===== config.mk =====
export PLATFORM = sky130hd
export DESIGN_NAME = escaped_crc_frame_encoder_unit
export DESIGN_NICKNAME = d
export VERILOG_FILES = /design/src/hdl/fecu_pkg.sv /design/src/hdl/fecu_fifo.sv /design/src/hdl/fecu_front.sv /design/src/hdl/fecu_back.sv /design/src/hdl/escaped_crc_frame_encoder_unit.sv
export SDC_FILE = /design/constraint.sdc
export NUM_CORES = 1
export LEC_CHECK = 0
export ABC_AREA = 1
export BUFFER_PORTS_ARGS = -buffer_cell sky130_fd_sc_hd__buf_2
export CAP_MARGIN = 10
export CORE_AREA = 2 2 156 158
export DETAILED_ROUTE_END_ITERATION = 10
export DIE_AREA = 0 0 158 160
export HOLD_SLACK_MARGIN = 0.05
export MAX_ROUTING_LAYER = met4
export PLACE_DENSITY = 0.67
export SYNTH_ARGS = -nofsm -noshare
export SYNTH_HDL_FRONTEND = slang
export SYNTH_SLANG_ARGS = --single-unit

===== constraint.sdc =====
create_clock -name clk -period 3.8 [get_ports clk]
set_input_delay 0.76 -clock clk [delete_from_list [all_inputs] [get_ports clk]]
set_output_delay 0.76 -clock clk [all_outputs]
set_load 0.01 [all_outputs]

===== src/hdl/fecu_pkg.sv =====
`default_nettype none

package fecu_pkg;

	// line framing codes
	localparam logic [7:0] START_BYTE = 8'hCA;
	localparam logic [7:0] ESC_BYTE = 8'hCB;
	localparam logic [7:0] ESC_START_CODE = 8'h00;
	localparam logic [7:0] ESC_ESC_CODE = 8'h01;

	// reflected CRC-16
	localparam logic [15:0] CRC_POLY = 16'hA001;
	localparam logic [15:0] CRC_INIT = 16'h173F;

	// request kinds
	localparam logic KIND_HEADER = 1'b0;
	localparam logic KIND_PAYLOAD = 1'b1;

	// one decoded request handed from front to back
	typedef struct packed {
		logic        kind;
		logic [7:0]  command;
		logic [15:0] payload_length;
		logic [7:0]  data_byte;
		logic        close;
	} job_t;

	// one line byte handed to the output queue
	typedef struct packed {
		logic [7:0] line_byte;
		logic       frame_end;
		logic       last;
	} out_t;

	// back-end byte sequencer steps
	typedef enum logic [8:0] {
		S_FIRST = 9'b000000001,
		S_ADR2  = 9'b000000010,
		S_ADR1  = 9'b000000100,
		S_ADR0  = 9'b000001000,
		S_LENH  = 9'b000010000,
		S_LENL  = 9'b000100000,
		S_CMD   = 9'b001000000,
		S_CRCH  = 9'b010000000,
		S_CRCL  = 9'b100000000
	} step_t;

	// one byte through the CRC, LSB first
	function automatic logic [15:0] crc_byte(input logic [15:0] crc, input logic [7:0] b);
		logic [15:0] c;
		c = crc ^ {8'h00, b};
		for (int i = 0; i < 8; i++) begin
			if (c[0]) begin
				c = (c >> 1) ^ CRC_POLY;
			end else begin
				c = c >> 1;
			end
		end
		return c;
	endfunction

endpackage

`default_nettype wire


===== src/hdl/fecu_fifo.sv =====
`default_nettype none

module fecu_fifo #(
	parameter int WIDTH = 8,
	parameter int DEPTH = 4
) (
	input  wire logic             clk,
	input  wire logic             arst_n,
	input  wire logic             wr_en,
	input  wire logic [WIDTH-1:0] wr_data,
	output logic                  full,
	input  wire logic             rd_en,
	output logic [WIDTH-1:0]      rd_data,
	output logic                  empty
);
	localparam int AW = (DEPTH > 1) ? $clog2(DEPTH) : 1;
	localparam int CW = $clog2(DEPTH + 1);
	localparam logic [AW-1:0] LAST_IDX = AW'(DEPTH - 1);
	localparam logic [CW-1:0] FULL_CNT = CW'(DEPTH);

	logic [WIDTH-1:0] mem_q [DEPTH];
	logic [AW-1:0]    wr_ptr_q;
	logic [AW-1:0]    rd_ptr_q;
	logic [CW-1:0]    cnt_q;
	logic             do_wr;
	logic             do_rd;

	assign full = (cnt_q == FULL_CNT);
	assign empty = (cnt_q == '0);
	assign do_wr = wr_en && !full;
	assign do_rd = rd_en && !empty;
	assign rd_data = mem_q[rd_ptr_q];

	// storage
	always_ff @(posedge clk) begin
		if (do_wr) begin
			mem_q[wr_ptr_q] <= wr_data;
		end
	end

	// pointers and fill count
	always_ff @(posedge clk or negedge arst_n) begin
		if (!arst_n) begin
			wr_ptr_q <= '0;
			rd_ptr_q <= '0;
			cnt_q <= '0;
		end else begin
			if (do_wr) begin
				wr_ptr_q <= (wr_ptr_q == LAST_IDX) ? '0 : wr_ptr_q + 1'b1;
			end
			if (do_rd) begin
				rd_ptr_q <= (rd_ptr_q == LAST_IDX) ? '0 : rd_ptr_q + 1'b1;
			end
			if (do_wr && !do_rd) begin
				cnt_q <= cnt_q + 1'b1;
			end else if (do_rd && !do_wr) begin
				cnt_q <= cnt_q - 1'b1;
			end
		end
	end

endmodule

`default_nettype wire


===== src/hdl/fecu_front.sv =====
`default_nettype none

module fecu_front (
	input  wire logic          clk,
	input  wire logic          arst_n,
	input  wire logic          push,
	input  wire logic          kind,
	input  wire logic [7:0]    command,
	input  wire logic [15:0]   payload_length,
	input  wire logic [7:0]    data_byte,
	input  wire logic          jq_full,
	output logic               jq_push,
	output fecu_pkg::job_t     jq_job
);
	import fecu_pkg::*;

	logic        frame_open_q;
	logic [15:0] remain_q;
	logic        accept;
	logic        keep;

	// classify: headers always pass, payload only inside an open frame
	always_comb begin
		accept = push && !jq_full;
		keep = (kind == KIND_HEADER) || frame_open_q;
		jq_push = accept && keep;
		jq_job.kind = kind;
		jq_job.command = command;
		jq_job.payload_length = payload_length;
		jq_job.data_byte = data_byte;
		jq_job.close = (kind == KIND_HEADER) ? (payload_length == 16'd0)
			: (remain_q == 16'd1);
	end

	// frame tracking
	always_ff @(posedge clk or negedge arst_n) begin
		if (!arst_n) begin
			frame_open_q <= 1'b0;
			remain_q <= '0;
		end else if (accept) begin
			if (kind == KIND_HEADER) begin
				frame_open_q <= (payload_length != 16'd0);
				remain_q <= payload_length;
			end else if (frame_open_q) begin
				remain_q <= remain_q - 16'd1;
				if (remain_q == 16'd1) begin
					frame_open_q <= 1'b0;
				end
			end
		end
	end

	// an open frame always has bytes left to take
	a_open_has_bytes: assert property (@(posedge clk) disable iff (!arst_n)
		frame_open_q |-> (remain_q != 16'd0))
		else $error("open frame with no bytes remaining");

endmodule

`default_nettype wire


===== src/hdl/fecu_back.sv =====
`default_nettype none

module fecu_back (
	input  wire logic            clk,
	input  wire logic            arst_n,
	input  wire logic [23:0]     device_address,
	input  wire logic            head_valid,
	input  wire fecu_pkg::job_t  head,
	output logic                 head_pop,
	input  wire logic            out_room,
	output logic                 out_push,
	output fecu_pkg::out_t       out_item
);
	import fecu_pkg::*;

	step_t       state_q;
	step_t       state_d;
	logic [15:0] crc_q;
	logic [7:0]  crc_lo_q;
	logic        esc_q;
	logic [7:0]  esc_byte_q;
	logic        esc_end_q;
	logic        esc_last_q;

	logic        go;
	logic        raw_start;
	logic [7:0]  cooked;
	logic        fin;
	logic        fend;
	logic        needs_esc;
	logic [7:0]  esc_code;

	// pick the cooked byte for this step
	always_comb begin
		go = !esc_q && head_valid && out_room;
		raw_start = 1'b0;
		cooked = head.data_byte;
		fin = 1'b0;
		fend = 1'b0;
		state_d = state_q;
		case (state_q)
			S_FIRST: begin
				if (head.kind == KIND_HEADER) begin
					raw_start = 1'b1;
					state_d = S_ADR2;
				end else begin
					cooked = head.data_byte;
					fin = !head.close;
					state_d = head.close ? S_CRCH : S_FIRST;
				end
			end
			S_ADR2: begin
				cooked = device_address[23:16];
				state_d = S_ADR1;
			end
			S_ADR1: begin
				cooked = device_address[15:8];
				state_d = S_ADR0;
			end
			S_ADR0: begin
				cooked = device_address[7:0];
				state_d = S_LENH;
			end
			S_LENH: begin
				cooked = head.payload_length[15:8];
				state_d = S_LENL;
			end
			S_LENL: begin
				cooked = head.payload_length[7:0];
				state_d = S_CMD;
			end
			S_CMD: begin
				cooked = head.command;
				fin = !head.close;
				state_d = head.close ? S_CRCH : S_FIRST;
			end
			S_CRCH: begin
				cooked = crc_q[15:8];
				state_d = S_CRCL;
			end
			S_CRCL: begin
				cooked = crc_lo_q;
				fin = 1'b1;
				fend = 1'b1;
				state_d = S_FIRST;
			end
			default: begin
				state_d = S_FIRST;
			end
		endcase
		needs_esc = !raw_start && ((cooked == START_BYTE) || (cooked == ESC_BYTE));
		esc_code = (cooked == START_BYTE) ? ESC_START_CODE : ESC_ESC_CODE;
	end

	// line byte out: pending escape code first, else the step's byte
	always_comb begin
		out_push = 1'b0;
		out_item.line_byte = cooked;
		out_item.frame_end = fend;
		out_item.last = fin;
		if (esc_q) begin
			out_push = out_room;
			out_item.line_byte = esc_byte_q;
			out_item.frame_end = esc_end_q;
			out_item.last = esc_last_q;
		end else if (go) begin
			out_push = 1'b1;
			if (raw_start) begin
				out_item.line_byte = START_BYTE;
			end else if (needs_esc) begin
				out_item.line_byte = ESC_BYTE;
				out_item.frame_end = 1'b0;
				out_item.last = 1'b0;
			end
		end
		head_pop = go && fin;
	end

	// sequencer, CRC and escape state
	always_ff @(posedge clk or negedge arst_n) begin
		if (!arst_n) begin
			state_q <= S_FIRST;
			esc_q <= 1'b0;
			crc_q <= CRC_INIT;
		end else if (esc_q) begin
			if (out_room) begin
				esc_q <= 1'b0;
			end
		end else if (go) begin
			state_q <= state_d;
			if (raw_start) begin
				crc_q <= CRC_INIT;
			end else begin
				crc_q <= crc_byte(crc_q, cooked);
				esc_q <= needs_esc;
			end
		end
	end

	// escape payload and saved CRC low byte
	always_ff @(posedge clk) begin
		if (go) begin
			esc_byte_q <= esc_code;
			esc_end_q <= fend;
			esc_last_q <= fin;
			if (state_q == S_CRCH) begin
				crc_lo_q <= crc_q[7:0];
			end
		end
	end

	a_pop_emits: assert property (@(posedge clk) disable iff (!arst_n)
		head_pop |-> out_push)
		else $error("request retired without a line byte");

	a_esc_code: assert property (@(posedge clk) disable iff (!arst_n)
		esc_q |-> (esc_byte_q[7:1] == 7'd0))
		else $error("bad escape code pending");

	a_crcl_order: assert property (@(posedge clk) disable iff (!arst_n)
		(state_q == S_CRCL) && ($past(state_q) != S_CRCL) |-> ($past(state_q) == S_CRCH))
		else $error("CRC low byte not preceded by CRC high byte");

	a_end_is_last: assert property (@(posedge clk) disable iff (!arst_n)
		out_push && out_item.frame_end |-> out_item.last)
		else $error("frame end not marked last");

endmodule

`default_nettype wire


===== src/hdl/escaped_crc_frame_encoder_unit.sv =====
// Escaped CRC-16 frame encoder.
// Input channel (push/full): one request per accepted edge. kind 0 is a frame
// header (command, payload_length), kind 1 a payload byte (data_byte).
// Output channel (empty/pop): one raw line byte per result, with frame_end on
// the final CRC byte and last on the final byte caused by a request.
// cfg_write/cfg_data load the 24-bit device address; write only while idle.
// The front tracks the open frame, drops payload bytes outside a frame and
// queues requests; the back sequencer emits one line byte per cycle while it
// has a request and the output queue has room. The first line byte passes
// through the request queue and the output queue before it reaches the ports.
// A payload byte gives one line byte, two when escaped; the byte that closes
// a frame adds two to four line bytes for the CRC. A header gives seven to
// thirteen line bytes, plus the CRC when its length is zero.
// Reset clears the queues and frame state, loads CRC_INIT; the address is 0.
// When the receiver stalls the output queue fills, the back waits, and full
// rises once the request queue has filled.
`default_nettype none

module escaped_crc_frame_encoder_unit #(
	parameter int JOBQ_DEPTH = 4,
	parameter int OUTQ_DEPTH = 2
) (
	input  wire logic        clk,
	input  wire logic        arst_n,
	input  wire logic        push,
	output logic             full,
	input  wire logic        kind,
	input  wire logic [7:0]  command,
	input  wire logic [15:0] payload_length,
	input  wire logic [7:0]  data_byte,
	output logic             empty,
	input  wire logic        pop,
	output logic [7:0]       line_byte,
	output logic             frame_end,
	output logic             last,
	input  wire logic        cfg_write,
	input  wire logic [23:0] cfg_data
);
	import fecu_pkg::*;

	logic [23:0] device_address_q;
	logic        jq_push;
	logic        jq_full;
	logic        jq_empty;
	logic        jq_pop;
	job_t        jq_in;
	job_t        jq_head;
	logic        oq_push;
	logic        oq_full;
	out_t        oq_in;
	out_t        oq_head;

	// address register
	always_ff @(posedge clk or negedge arst_n) begin
		if (!arst_n) begin
			device_address_q <= '0;
		end else if (cfg_write) begin
			device_address_q <= cfg_data;
		end
	end

	assign full = jq_full;

	fecu_front u_front (
		.clk           (clk),
		.arst_n        (arst_n),
		.push          (push),
		.kind          (kind),
		.command       (command),
		.payload_length(payload_length),
		.data_byte     (data_byte),
		.jq_full       (jq_full),
		.jq_push       (jq_push),
		.jq_job        (jq_in)
	);

	fecu_fifo #(
		.WIDTH($bits(job_t)),
		.DEPTH(JOBQ_DEPTH)
	) u_jobq (
		.clk    (clk),
		.arst_n (arst_n),
		.wr_en  (jq_push),
		.wr_data(jq_in),
		.full   (jq_full),
		.rd_en  (jq_pop),
		.rd_data(jq_head),
		.empty  (jq_empty)
	);

	fecu_back u_back (
		.clk           (clk),
		.arst_n        (arst_n),
		.device_address(device_address_q),
		.head_valid    (!jq_empty),
		.head          (jq_head),
		.head_pop      (jq_pop),
		.out_room      (!oq_full),
		.out_push      (oq_push),
		.out_item      (oq_in)
	);

	fecu_fifo #(
		.WIDTH($bits(out_t)),
		.DEPTH(OUTQ_DEPTH)
	) u_outq (
		.clk    (clk),
		.arst_n (arst_n),
		.wr_en  (oq_push),
		.wr_data(oq_in),
		.full   (oq_full),
		.rd_en  (pop),
		.rd_data(oq_head),
		.empty  (empty)
	);

	assign line_byte = oq_head.line_byte;
	assign frame_end = oq_head.frame_end;
	assign last = oq_head.last;

endmodule

`default_nettype wire

======== Word-level counts from Yosys, hierarchy flattened ========
Memory sizes are Yosys's and may differ from the RTL's.
Index checks and enable logic that the tools add are counted.
storage, ports and cells
  flip-flop bits (word level) ............. 96
  bits in writable memories ............... 156
  bits of input ports ..................... 62
  output and inout port bits .............. 12
  logic and storage cells ................. 160
  memories ................................ 2
cells by class
  add/sub/neg operators ................... 9
  equal/unequal tests ..................... 17
  multiplexer cells ....................... 69
  bitwise logic cells ..................... 11
  reductions and logical operators ........ 36
memory list
  name          depth  bits a word  read ports  clocked after memory_dff  write ports  line             text
  u_jobq.mem_q  4      34           1           0                         1            fecu_fifo.sv:21  logic [WIDTH-1:0] mem_q [DEPTH];
  u_outq.mem_q  2      10           1           0                         1            fecu_fifo.sv:21
operators by type and width
  cell                                                                  count
  16-bit 2-to-1 mux                                                     32
  9-bit one-hot mux with 8 select lines                                 1
  8-bit one-hot mux with 8 select lines                                 1
  10-bit 2-to-1 mux                                                     3
  2-bit NOT with 3-bit output                                           8
  1-bit 2-to-1 mux                                                      21
  16-bit by 1-bit == test with 1-bit output, second input constant      1
  8-bit == test, second input constant                                  2
  16-bit zero test                                                      1
  8-bit 2-to-1 mux                                                      2
  16-bit nonzero test                                                   1
  16-bit by 1-bit subtractor with 16-bit output, second input constant  1
  16-bit by 8-bit XOR with 16-bit output                                1
  1-bit logical AND                                                     14
  1-bit zero test                                                       11
  2-bit 2-to-1 mux                                                      5
  9-bit by 1-bit == test with 1-bit output, second input constant       1
  9-bit by 2-bit == test with 1-bit output, second input constant       1
  9-bit by 3-bit == test with 1-bit output, second input constant       1
  9-bit by 4-bit == test with 1-bit output, second input constant       1
  9-bit by 5-bit == test with 1-bit output, second input constant       1
  9-bit by 6-bit == test with 1-bit output, second input constant       1
  9-bit by 7-bit == test with 1-bit output, second input constant       1
  9-bit by 8-bit == test with 1-bit output, second input constant       1
  other kinds (18)                                                      29

======== Longest topological paths before layout ========
Gate-level depths: netlist (run 1).
  depth in word-level cells ............... 41
  gate-level depth with buffers ........... 26
  mapped depth without buffers ............ 24

======== Hierarchy ========
From an unflattened synthesis (run 1), not the netlist that was laid out.
second synthesis, totals
  cells, all modules ...................... 1,325
  area, all modules ....................... 12,147.9 um^2
modules (own cells, without submodules)
  module                          times used  cells each  area an instance (um^2)  sequential area each (um^2)
  fecu_fifo (u_jobq)              1           457         5,820.6                  4,259.1
  fecu_back                       1           432         2,831.5                  994.7
  fecu_front                      1           248         1,556.5                  425.4
  escaped_crc_frame_encoder_unit  1           104         982.2                    600.6
  fecu_fifo (u_outq)              1           84          957.2                    700.7

======== Worst setup path before layout (run 1) ========
OpenSTA, ideal clock, no wires.
  path type ............................... input-to-reg
  start point ............................. input push
  end point ............................... memory u_jobq.mem_q[0][0] (netlist bit), enable pin
  data arrival time ....................... 2.707 ns
  data required time ...................... 3.375 ns
  setup slack ............................. 0.668 ns
  cell stages on the path ................. 5
  buffers on the path ..................... 1
  cells stage by stage .................... inv_1 -> nor2_1 -> o21ai_1 -> clkbuf_1 -> nor2_1
between the ends
  word-level cells in the longest chain between the ends .. 5
ends and longest elaborated chain
  element                                 line                                  text
  start: declaration                      escaped_crc_frame_encoder_unit.sv:25  input wire logic push,
  1-bit logical AND                       fecu_front.sv:24                      accept = push && !jq_full;
  1-bit logical AND                       fecu_front.sv:26                      jq_push = accept && keep;
  1-bit logical AND                       fecu_fifo.sv:30                       assign do_wr = wr_en && !full;
  1-bit 2-to-1 mux                        fecu_fifo.sv:36                       if (do_wr) begin
  1-bit 2-to-1 mux (not written as such)  fecu_fifo.sv:37                       mem_q[wr_ptr_q] <= wr_data;
  end: declaration                        fecu_fifo.sv:21
No other way between the ends.

======== Final worst setup path (run 1) ========
  start point ............................. register u_back.state_q[4]
  end point ............................... register u_jobq.cnt_q[1]
between the ends
  word-level cells in the longest chain between the ends .. 7
  elaborated cells on any way between the ends .. 11
ends and longest elaborated chain
  element                                                 line              text
  start: declaration                                      fecu_back.sv:16   step_t state_q;
  start signal: assignment                                fecu_back.sv:130  state_q <= state_d;
  9-bit == test, or another cell as far along             fecu_back.sv:41   case (state_q)
  1-bit one-hot mux with 3 select lines (*)               fecu_back.sv:41
  named net u_back.fin                                    fecu_back.sv:28   logic fin;
  1-bit logical AND (*)                                   fecu_back.sv:116  head_pop = go && fin;
  1-bit logical AND (*)                                   fecu_fifo.sv:31   assign do_rd = rd_en && !empty;
  1-bit zero test                                         fecu_fifo.sv:54   if (do_wr && !do_rd) begin
  1-bit logical AND                                       fecu_fifo.sv:54
  3-bit 2-to-1 mux or 2-bit nonzero test (tied branches)  n/a
  end signal: assignment                                  fecu_fifo.sv:55   cnt_q <= cnt_q + 1'b1;
  end signal: assignment                                  fecu_fifo.sv:57   cnt_q <= cnt_q - 1'b1;
  end: declaration                                        fecu_fifo.sv:24   logic [CW-1:0] cnt_q;
The timed path passes the listed nets; every way through them passes the cells marked *.
A chain may end at the register's enable or synchronous reset.

==> results of run 1 <==
## power by group through the flow
stage	Clock (mW)	Sequential (mW)	Combinational (mW)
floorplan	0	4.04	3.48
global placement	0	4.13	4.42
detailed placement	0	4.14	4.52
CTS	2.78	4.10	4.53
global route	2.89	4.18	5.09
finish	2.74	4.10	4.51
## final cells by class
cell class	count	area, sq um
Multi-Input combinational cell	748	3920
Inverter	146	553
Timing Repair Buffer	90	508
Fill cell	2073	10500
Tap cell	324	405
Clock buffer	31	711
Antenna cell	1	2.50
Sequential cell	245	6980
Clock inverter	17	226
## kinds of logic (layout without fill, tap and decap cells)
kind of cell    Yosys count  after routing
compound gates          164            164
buf+inv                 186            284
mux                      21             21
fa+ha+maj                10             10
other cells               0              1
xor+xnor                 10             10
simple gates            543            543
flops                   245            245
## Yosys cell counts, types with 10 or more instances
cell and count:
edfxtp_1 167, inv_2 10, nand2_2 29, nand2_1 277
clkbuf_1 18, dfrtp_1 67, mux2_2 21, nor2_1 84
dfstp_2 11, buf_6 12, o21ai_0 84, o22ai_1 24
nor2_4 12, nand3_2 11, inv_1 135, a21oi_1 32
nand3_1 88
## state kept, by name, summed over array words and instances, names as in the netlist, 2 cells and up
register	cells
u_back.state_q	9
u_outq.mem_q	20
device_address_q	24
u_outq.cnt_q	2
u_back.crc_q	16
u_front.remain_q	16
u_back.crc_lo_q	8
u_jobq.mem_q	136
u_jobq.rd_ptr_q	2
u_jobq.wr_ptr_q	2
u_jobq.cnt_q	3
## worst max-delay path: stages (launching register included)
cell	delay, ps
dfrtp_1	450
nor2_4	180
nand2_4	90
inv_2	210
nand2_2	140
nor3_1	250
a21oi_1	140
o22ai_1	290
nand2_1	230
ha_1	260
inv_1	90
fa_1	410
mux2_2	260
## final timing paths
| kind | from | cells after the start | end |
|---|---|---|---|
| worst max-delay path | u_back.state_q[4] | 12 | u_jobq.cnt_q[1] |
| worst min-delay path | arst_n | 1 | device_address_q[8] |
| worst max register to register | u_back.state_q[4] | 12 | u_jobq.cnt_q[1] |
| worst min register to register | u_back.crc_q[7] | 0 | u_back.crc_lo_q[7] |
| max in group asynchronous | arst_n | 2 | u_front.remain_q[6] |
| min in group clk | cfg_data[4] | 3 | device_address_q[4] |
## layer usage
layer / share of wire [%] / wire length [um] / vias up / GRT usage (%)
met5: 0 / 0 / - / -
met4: 3.3 / 858 / 0 / 6.88
met3: 5.0 / 1300 / 60 / 2.93
met2: 47 / 12300 / 193 / 34.4
met1: 45 / 11600 / 3930 / 29.4
li1: - / - / 4105 / -
## cell usage in the layout (no fill, tap or decap), types with 4 or more instances in the layout
cell type  instances
nor3_1             8
o21ai_1            7
nand3_1           88
nand2_1          277
ha_1               9
dfstp_2           11
buf_4             17
clkbuf_16         27
o22ai_1           24
nand3_2           11
nand2_2           29
edfxtp_1         167
inv_1            135
nor2_2             9
inv_2             10
mux2_2            21
bufinv_16          5
nor4_1             9
nor2_1            80
xor2_1             7
nand4_1            5
nand2_4            6
o21ai_0           84
buf_2             72
dfrtp_1           66
nor2_4            16
clkinv_1           4
a21oi_1           32
## per-stage QoR
| stage | setup slack (ps) | power, mW | hold WS (ps) |
|---|---|---|---|
| global placement | 839 | 8.55 | 475 |
| floorplan | 668 | 7.52 | 447 |
| CTS | 690 | 11.4 | 351 |
| global route | 444 | 12.2 | 368 |
| detailed placement | 711 | 8.66 | 474 |
| finish | 657 | 11.4 | 315 |
==> summary.md, run 1 <==
| Metric | Value |
|---|---|
| Share of layout cells above drive strength 1 | roughly 20% |
| Initial core utilization | a little under 50% |
| Drt initial violations | between 400 and 500 |
| Die Area | 25300 sq um |
| Clk pwr share | between 20% and 30% |
| First-pass GRT wire length | ~42 mm |
| Simple-gate share of the synthesized area | 21.6% |
| Proportion of synthesized area in mux cells | between 2 and 2.5% |
| Placed insts | 1553 |
| All-Layer GR Usage | 21.8% |
| Synth area leaders | edfxtp_1 (43%), dfrtp_1 (14%), nand2_1 (8.9%) |
| Post-CTS sizing | 0 |
| Switch share | around two fifths |
| Post-DP Area | 12400 sq um |
| Number of vias per cell | 5.17 |
| Final hold viol count | 0 |
| Port Buf Inserts | 73 |
| Core Box Area | between 20000 and 25000 sq um |
| DRT antenna net count | 0 |
| Post-Syn Nets | 1251 |
| Gpl congestion | slightly below 0.9 |
| Distinct cells, synth | 44 |
| CTS clk-pin slew, worst paths | approximately 60 ps |
| # DRC | 0 |
| Layout Utilization | a little under three fifths |
| Synth Area in Adders | between 1 and 1.5% |
| Per-cell routed wire length | about 16 um |
| Endpoints failing setup | 0 |
| Setup CP Type | flip-flop to flip-flop |
| Critical path arrival | between 3000 and 4000 ps |
| Maximum clock rate | 318 MHz |
| Post-synth top area share | between 40% and 50% |
| Critical path peak fanout | 13 |
| Number of global-route vias before repair | a little under 8000 |
| Pleak | 5.72 nW |
| Initial antenna violation count | 1 |
| Worst-margin pin slew | between 900 and 1000 ps |
| R2r setup slk | 660 ps |
| Dpl hpwl | 17.8 mm |
| Slew headroom | between 30% and 40% |
| Complex-gate fraction of the synthesized area | 7.76% |
| Comb power frac | roughly two fifths |
| Register share of total power | 36.2% |
| WP data required | ~4200 ps |
| Synth Cell Area | ~12000 sq um |
| Setup tns final | 0 ps |
| Final min period | 3140 ps |
| NetSw | 4.47 mW |
| Internal Pwr Total | 6.88 mW |
| Post-Synth XOR/XNOR Area | 0.750% |
| Worst Setup Start Kind | flip-flop |
| Num rows | 57 |
| Clock buffer depth | 3 |
| Via count | ~8300 |
| Setup crit end kind | flip-flop |
| Synthesized instance count | 1179 |
| Root buf cell | clkbuf_16 |
| TritonRoute pass-1 iters | 5 |
| Post-synth ARST share | 31.8% |
| # IOs | 74 |
| Outcome | complete, no violations |
| H-tree depth | 1 |
| CTS Buf Count | 26 |
| Finished Layout Cells | 1602 |
| Setup Buffers After CTS | 0 |
| Register area share after synthesis | around 60% |
| Layout area overhead | 13.9% |
| Total of max-cap violations | 0 |
| Unrepaired setup endpoints after global routing | no |
| Final instance area | 13300 sq um |
| # hold bufs at CTS | 0 |
| Final net count | roughly 1300 |
| Clock skew | 18.8 ps |
| Yosys top cell by area | edfxtp_1 |
| Slew Limit Fails | 0 |
| CTS tree | done |
| EDFF count, synth | ~170 |
| Hold crit path type | primary input to asynchronous set/reset pin |
| Mapped Avg Cell Area | ~10 sq um |
| Die Ht | 160 um |
| DRT Wirelength | ~26 mm |
| Worst-Skew Late Latency | 540 ps |
| Synth Register Bits | 245 |
| VDD IR max | ~0.55 mV |
| Synth warn | 0 |
| Period utilisation layout | around 83% |
| Main combinational cell family by area after synthesis | simple AND/OR/NAND/NOR gates |
| Ys flop type | edfxtp_1 |
| Die width | between 150 and 200 um |
| Total gr overflow | 0 |
| # clock sinks | ~250 |
| Power per Cell Area | about 850 nW/um^2 |
| Largest net degree at the start of global routing | 60 |
No activity file was read; power rests on OpenSTA's default activity.
==> run 2: changes to the inputs <==
==> constraint.sdc (replaced) <==
create_clock -name clk -period 3.2 [get_ports clk]
set_input_delay 0.64 -clock clk [delete_from_list [all_inputs] [get_ports clk]]
set_output_delay 0.64 -clock clk [all_outputs]
set_load 0.01 [all_outputs]
==> run 2 against run 1 <==
Against the previous run:
- non-clock buffer count is 6 higher
- critical path type unchanged
- highest routed layer unchanged
- hold slack got worse by 210 ps
- die area is the same
- worst setup slack got worse by 370 ps
==> summary.md, run 2 (synthesis gave the netlist of run 1 again) <==
| Metric | Value |
|---|---|
| Endpoints failing setup | 0 (unchanged) |
| Internal Pwr Total | 8.19 mW (+19%) |
| # hold bufs at CTS | 0 (unchanged) |
| Number of global-route vias before repair | 8068 (+1.5%) |
| CTS Buf Count | 27 (+3.8%) |
| Initial antenna violation count | 1 (unchanged) |
| Register share of total power | 36.1% (about the same) |
| Hold crit path type | primary input to asynchronous set/reset pin |
| Power per Cell Area | 1010 nW/um^2 (+18%) |
| Finished Layout Cells | 1610 (+0.50%) |
| Outcome | complete, no violations |
| Worst path bufs/invs | 2 (unchanged) |
| # DRC | 0 (unchanged) |
| Dpl hpwl | 17.7 mm (-0.18%) |
| Worst Setup Start Kind | flip-flop |
| TritonRoute pass-1 iters | 5 (unchanged) |
| Multi-input combinational cell area | 3920 sq um (unchanged) |
| CTS tree | done |
| Share of layout cells above drive strength 1 | 20.2% (+0.42 points) |
| Setup Buffers After CTS | 0 (unchanged) |
| CTS clk-pin slew, worst paths | 60 ps (about the same) |
| Comb power frac | 40.2% (+0.5 points) |
| Setup tns final | 0 ps (unchanged) |
| Placed insts | 1559 (+0.39%) |
| Maximum clock rate | 343 MHz (+7.7%) |
| Total gr overflow | 0 (unchanged) |
| Largest net degree at the start of global routing | 75 (+25%) |
| Most flop-heavy register | u_jobq.mem_q |
| Final net count | 1336 (+0.53%) |
| Total of max-cap violations | 0 (unchanged) |
| Top Family by Delay on Critical Path | simple AND/OR/NAND/NOR gates |
| CP cell instances | nor2_2 > nand2_4 > inv_2 > nand2_2 > nor3_1 > a21oi_1 > o22ai_1 > nand2_1 > ha_1 > inv_1 > fa_1 > mux2_2 |
| Slowest CP cell | dfrtp_1 |
| Overall Power | 13.5 mW (+19%) |
| Worst-margin pin slew | 1120 ps (+186 ps) |
| DRT Wirelength | 26.1 mm (about the same) |
| Pleak | 5.75 nW (+0.46%) |
| Initial core utilization | 49.0% (unchanged) |
| Core Box Area | 23800 sq um (unchanged) |
| Critical path arrival | 3330 ps (-220 ps) |
| Biggest regs | u_jobq.mem_q (136), device_address_q (24), u_outq.mem_q (20) |
| Period utilisation layout | 91.2% (+8.5 points) |
| Register area | 6980 sq um (unchanged) |
| Post-CTS sizing | 0 (unchanged) |
| Setup crit end kind | flip-flop |
| R2r setup slk | 280 ps (-370 ps) |
| All-Layer GR Usage | 21.8% (about the same) |
| DRT antenna net count | 0 (unchanged) |
| First-pass GRT wire length | 41.9 mm (-0.39%) |
| WP data required | 3620 ps (-590 ps) |
| Port Buf Inserts | 73 (unchanged) |
| Filler Cell Count | 2093 (+0.96%) |
| Slowest cell delay on critical path | 430 ps (-20 ps) |
| Commonest non-fill, non-tap cells in the layout | nand2_1 (277), edfxtp_1 (167), inv_1 (135) |
| Die Ht | 160 um (unchanged) |
| Clock skew | 13.6 ps (-5.19 ps) |
| Drt initial violations | 693 (+40%) |
| Layout Utilization | 56.1% (+0.21 points) |
| Critical path peak fanout | 13 (unchanged) |
| H-tree depth | 1 (unchanged) |
| Die Area | 25300 sq um (unchanged) |
| Per-cell routed wire length | 16.2 um (-0.58%) |
| Setup CP Type | flip-flop to flip-flop |
| Number of vias per cell | 5.17 (about the same) |
| VDD IR max | 0.533 mV (-3.2%) |
| Worst-Skew Late Latency | 540 ps (about the same) |
| Dpl ws | 338 ps (-373 ps) |
| Die width | 158 um (unchanged) |
| # clock sinks | 245 (unchanged) |
| Final WS setup | 282 ps (-375 ps) |
| Switch share | 39.3% (-0.058 points) |
| Largest register FFs | 136 (unchanged) |
| Final hold viol count | 0 (unchanged) |
| Layout area overhead | 14.4% |
| Clk pwr share | 23.7% (-0.4 points) |
| Slew headroom | 24.9% (-12 points) |
| NetSw | 5.30 mW (+19%) |
| Gpl congestion | 0.892 (about the same) |
| Slew Limit Fails | 0 (unchanged) |
| Num rows | 57 (unchanged) |
| Root buf cell | clkbuf_16 |
| Final min period | 2920 ps (-225 ps) |
| Via count | 8328 (+0.48%) |
| # IOs | 74 (unchanged) |
| Most common cell after layout, fill and taps aside | nand2_1 |
| Clock buffer depth | 3 (unchanged) |
| Unrepaired setup endpoints after global routing | no |
## run 2: cell types whose count changed in the layout (fill, tap and decap cells not counted)
cell / delta
buf_12: +1
clkinv_1: -3
buf_4: +5
clkinvlp_4: +1
clkbuf_1: +4
bufinv_16: -1
inv_8: -1
inv_6: +1
clkbuf_8: +1
## run 2: final timing paths
check                             startpoint  depth (start not counted)                    to
max in group asynchronous             arst_n                          2       u_back.crc_q[5]
hold reg to reg              u_back.crc_q[7]                          0    u_back.crc_lo_q[7]
setup / recovery           u_back.state_q[7]                         12       u_jobq.cnt_q[1]
hold / removal                        arst_n                          1   device_address_q[8]
min in group clk                cfg_data[15]                          3  device_address_q[15]
setup reg to reg           u_back.state_q[7]                         12       u_jobq.cnt_q[1]
## run 2: final cells by class
type                            count  share of cell area, %
Antenna cell                        1                 0.0187
Clock buffer                       36                   5.53
Clock inverter                     14                   1.42
Inverter                          146                   4.14
Multi-Input combinational cell    748                   29.4
Sequential cell                   245                   52.3
Tap cell                          324                   3.03
Timing Repair Buffer               96                   4.23
## run 2: metal layers
metal  wire length, um  GRT usage, %  up-vias
met5                 0             -        -
met4               701          6.96        0
met3              1410          3.26       55
met2             12500          34.6      225
met1             11500          29.0     3930
li1                  -             -     4118
## run 2: stage by stage
step	instance area (sq um)	hold WS [ps]
floorplan	11700	344
global placement	12400	478
detailed placement	12400	469
CTS	13400	115
global route	13400	144
finish	13400	102
## run 2: power groups by stage
stage	registers, mW	clock network (mW)	logic [mW]
after floorplan	4.79	0	4.14
after global placement	4.90	0	5.30
after detailed placement	4.92	0	5.44
after CTS	4.87	3.26	5.46
after global routing	4.96	3.38	6.09
final	4.87	3.20	5.42
==> run 3: changes to the inputs <==
--- a/config.mk
+++ b/config.mk
@@ -8,9 +8,9 @@
 export ABC_AREA = 1
 export BUFFER_PORTS_ARGS = -buffer_cell sky130_fd_sc_hd__buf_2
 export CAP_MARGIN = 10
-export CORE_AREA = 2 2 156 158
+export CORE_AREA = 2 2 119 208
 export DETAILED_ROUTE_END_ITERATION = 10
-export DIE_AREA = 0 0 158 160
+export DIE_AREA = 0 0 121 210
 export HOLD_SLACK_MARGIN = 0.05
 export MAX_ROUTING_LAYER = met4
 export PLACE_DENSITY = 0.67
==> run 3 against run 2 <==
Against the previous run:
- non-clock buffer count up 6
- cell count down 1.3%
- via count grew 0.97%
- count of clock-buffer cells in the layout decreased by 4
- utilization shrank 0.46 points
- critical endpoint unchanged
- largest cell class unchanged
==> summary.md, run 3 (synthesis gave the netlist of run 1 again) <==
| Metric | Value |
|---|---|
| Final net count | 1337 (+0.075%) |
| DRT antenna net count | 0 (unchanged) |
| Share of layout cells above drive strength 1 | 20.1% (-0.17 points) |
| Most common cell after layout, fill and taps aside | nand2_1 |
| Die width | 121 um (-23%) |
| Drt initial violations | 508 (-27%) |
| Pleak | 5.69 nW (-1.0%) |
| Worst r2r src | u_back.state_q[2] |
| R2r setup slk | 270 ps (about the same) |
| Setup CP Type | flip-flop to flip-flop |
| First-pass GRT wire length | 45.2 mm (+8.0%) |
| Largest net degree at the start of global routing | 56 (-25%) |
| Core Box Area | 23700 sq um (-0.33%) |
| Die Ht | 210 um (+31%) |
| Setup tns final | 0 ps (unchanged) |
| # IOs | 74 (unchanged) |
| DRT Wirelength | 28.0 mm (+7.5%) |
| Number of global-route vias before repair | 8694 (+7.8%) |
| Hold crit path type | primary input to asynchronous set/reset pin |
| Number of vias per cell | 5.29 (+2.3%) |
| TritonRoute pass-1 iters | 5 (unchanged) |
| Slew headroom | 43.4% (+19 points) |
| H-tree depth | 1 (unchanged) |
| Unrepaired setup endpoints after global routing | no |
| Final min period | 2930 ps (+8.57 ps) |
| Total of max-cap violations | 0 (unchanged) |
| CTS Buf Count | 22 (-19%) |
| # clock sinks | 245 (unchanged) |
| Per-cell routed wire length | 17.6 um (+8.9%) |
| Biggest regs | u_jobq.mem_q (136), device_address_q (24), u_outq.mem_q (20) |
| Clock buffer depth | 3 (unchanged) |
| Power per Cell Area | 997 nW/um^2 (-1.3%) |
| Maximum clock rate | 342 MHz (-0.29%) |
| Slew Limit Fails | 0 (unchanged) |
| Commonest non-fill, non-tap cells in the layout | nand2_1 (277), edfxtp_1 (167), inv_1 (135) |
| Initial antenna violation count | 0 (-1) |
| Dpl hpwl | 20.0 mm (+13%) |
| Clock skew | 17.7 ps (+4.11 ps) |
| CTS tree | done |
| Worst-margin pin slew | 845 ps (-279 ps) |
| Via count | 8409 (+0.97%) |
| # hold bufs at CTS | 0 (unchanged) |
| Final hold viol count | 0 (unchanged) |
| Worst Reg-to-Reg Cells | 10 (-2) |
| Filler Cell Count | 2093 (unchanged) |
| Post-DP Area | 12500 sq um (+0.30%) |
| Endpoints failing setup | 0 (unchanged) |
| Initial core utilization | 49.2% (+0.16 points) |
| Reg2reg end | u_jobq.cnt_q[1] |
| Worst Setup Start Kind | flip-flop |
| Most flop-heavy register | u_jobq.mem_q |
| Final instance area | 13200 sq um (-1.1%) |
| N_diodes | 0 (-1) |
| Largest register FFs | 136 (unchanged) |
| Setup crit end kind | flip-flop |
| Die Area | 25400 sq um (+0.51%) |
| Outcome | complete, no violations |
| Post-CTS sizing | 0 (unchanged) |
| # DRC | 0 (unchanged) |
| All-Layer GR Usage | 23.7% (+1.9 points) |
| Port Buf Inserts | 73 (unchanged) |
| Layout area overhead | 13.1% |
| Critical path arrival | 3340 ps (about the same) |
| VDD IR max | 0.487 mV (-8.5%) |
| Num rows | 75 (+32%) |
| Worst-Skew Late Latency | 520 ps (-20 ps) |
| Worst hold slack | 209 ps (+107 ps) |
| CTS clk-pin slew, worst paths | 70 ps (about the same) |
| Overall Power | 13.2 mW (-2.4%) |
| Period utilisation layout | 91.4% (+0.27 points) |
| Total gr overflow | 0 (unchanged) |
| Root buf cell | clkbuf_16 |
| Critical path peak fanout | 8 (-5) |
| Gpl congestion | 0.963 (+7.9%) |
| WP data required | 3610 ps (about the same) |
| Setup Buffers After CTS | 0 (unchanged) |
| Worst setup endpoint | u_jobq.cnt_q[1] |
| Crit. Startpoint | u_back.state_q[2] |
==> run 3: changes by cell type in the layout (fill, tap and decap cells not counted), moves of 2 or more <==
| cell | delta |
|---|---|
| buf_4 | +5 |
| clkbuf_16 | -4 |
| bufinv_16 | -2 |
| inv_6 | -2 |
==> run 3: power by group <==
group	internal (mW)	switching, mW	total [mW]
Sequential	4.43	0.464	4.89
Combinational	1.85	3.71	5.56
Clock	1.56	1.15	2.71
Total	7.84	5.32	13.2
==> run 3: stage by stage <==
step / utilization, % / instances / setup WS (ps)
2_1_floorplan: - / 1179 / 188
3_3_place_gp: 52.5 / 1549 / 394
3_5_place_dp: 52.5 / 1549 / 289
4_1_cts: 55.6 / 1589 / 284
5_1_grt: 55.6 / 1589 / 47.2
6_report: 55.6 / 1589 / 274
==> run 3: worst min-delay path by stage <==
| stage | endpoint | slack, ps |
|---|---|---|
| 2_1_floorplan | device_address_q[0] | 340 |
| 3_3_place_gp | u_back.crc_lo_q[7] | 480 |
| 3_5_place_dp | u_back.crc_lo_q[7] | 470 |
| 4_1_cts | u_back.crc_q[7] | 250 |
| 5_1_grt | device_address_q[18] | 270 |
| 6_report | device_address_q[18] | 210 |
==> run 3: cell type report <==
class / count / area, sq um / share of cell area, %
Inverter: 146 / 553 / 4.19
Multi-Input combinational cell: 748 / 3920 / 29.7
Clock inverter: 8 / 98.8 / 0.748
Timing Repair Buffer: 102 / 623 / 4.72
Sequential cell: 245 / 6980 / 52.9
Clock buffer: 32 / 643 / 4.87
Tap cell: 308 / 385 / 2.92
==> run 3: worst max-delay path, stage by stage, from the launching register on <==
cell	delay, ps
dfrtp_1	440
nor2_4	250
nand3_4	180
nor2_4	240
a21oi_1	100
o22ai_1	400
nand2_1	160
ha_1	240
inv_1	100
fa_1	420
mux2_2	270
==> run 3: metal layers <==
metal	routed length (um)	GRT usage, %	vias up
li1	-	-	4100
met1	10400	25.4	4060
met2	15600	43.8	192
met3	961	2.30	57
met4	1090	9.78	0
met5	0	-	-
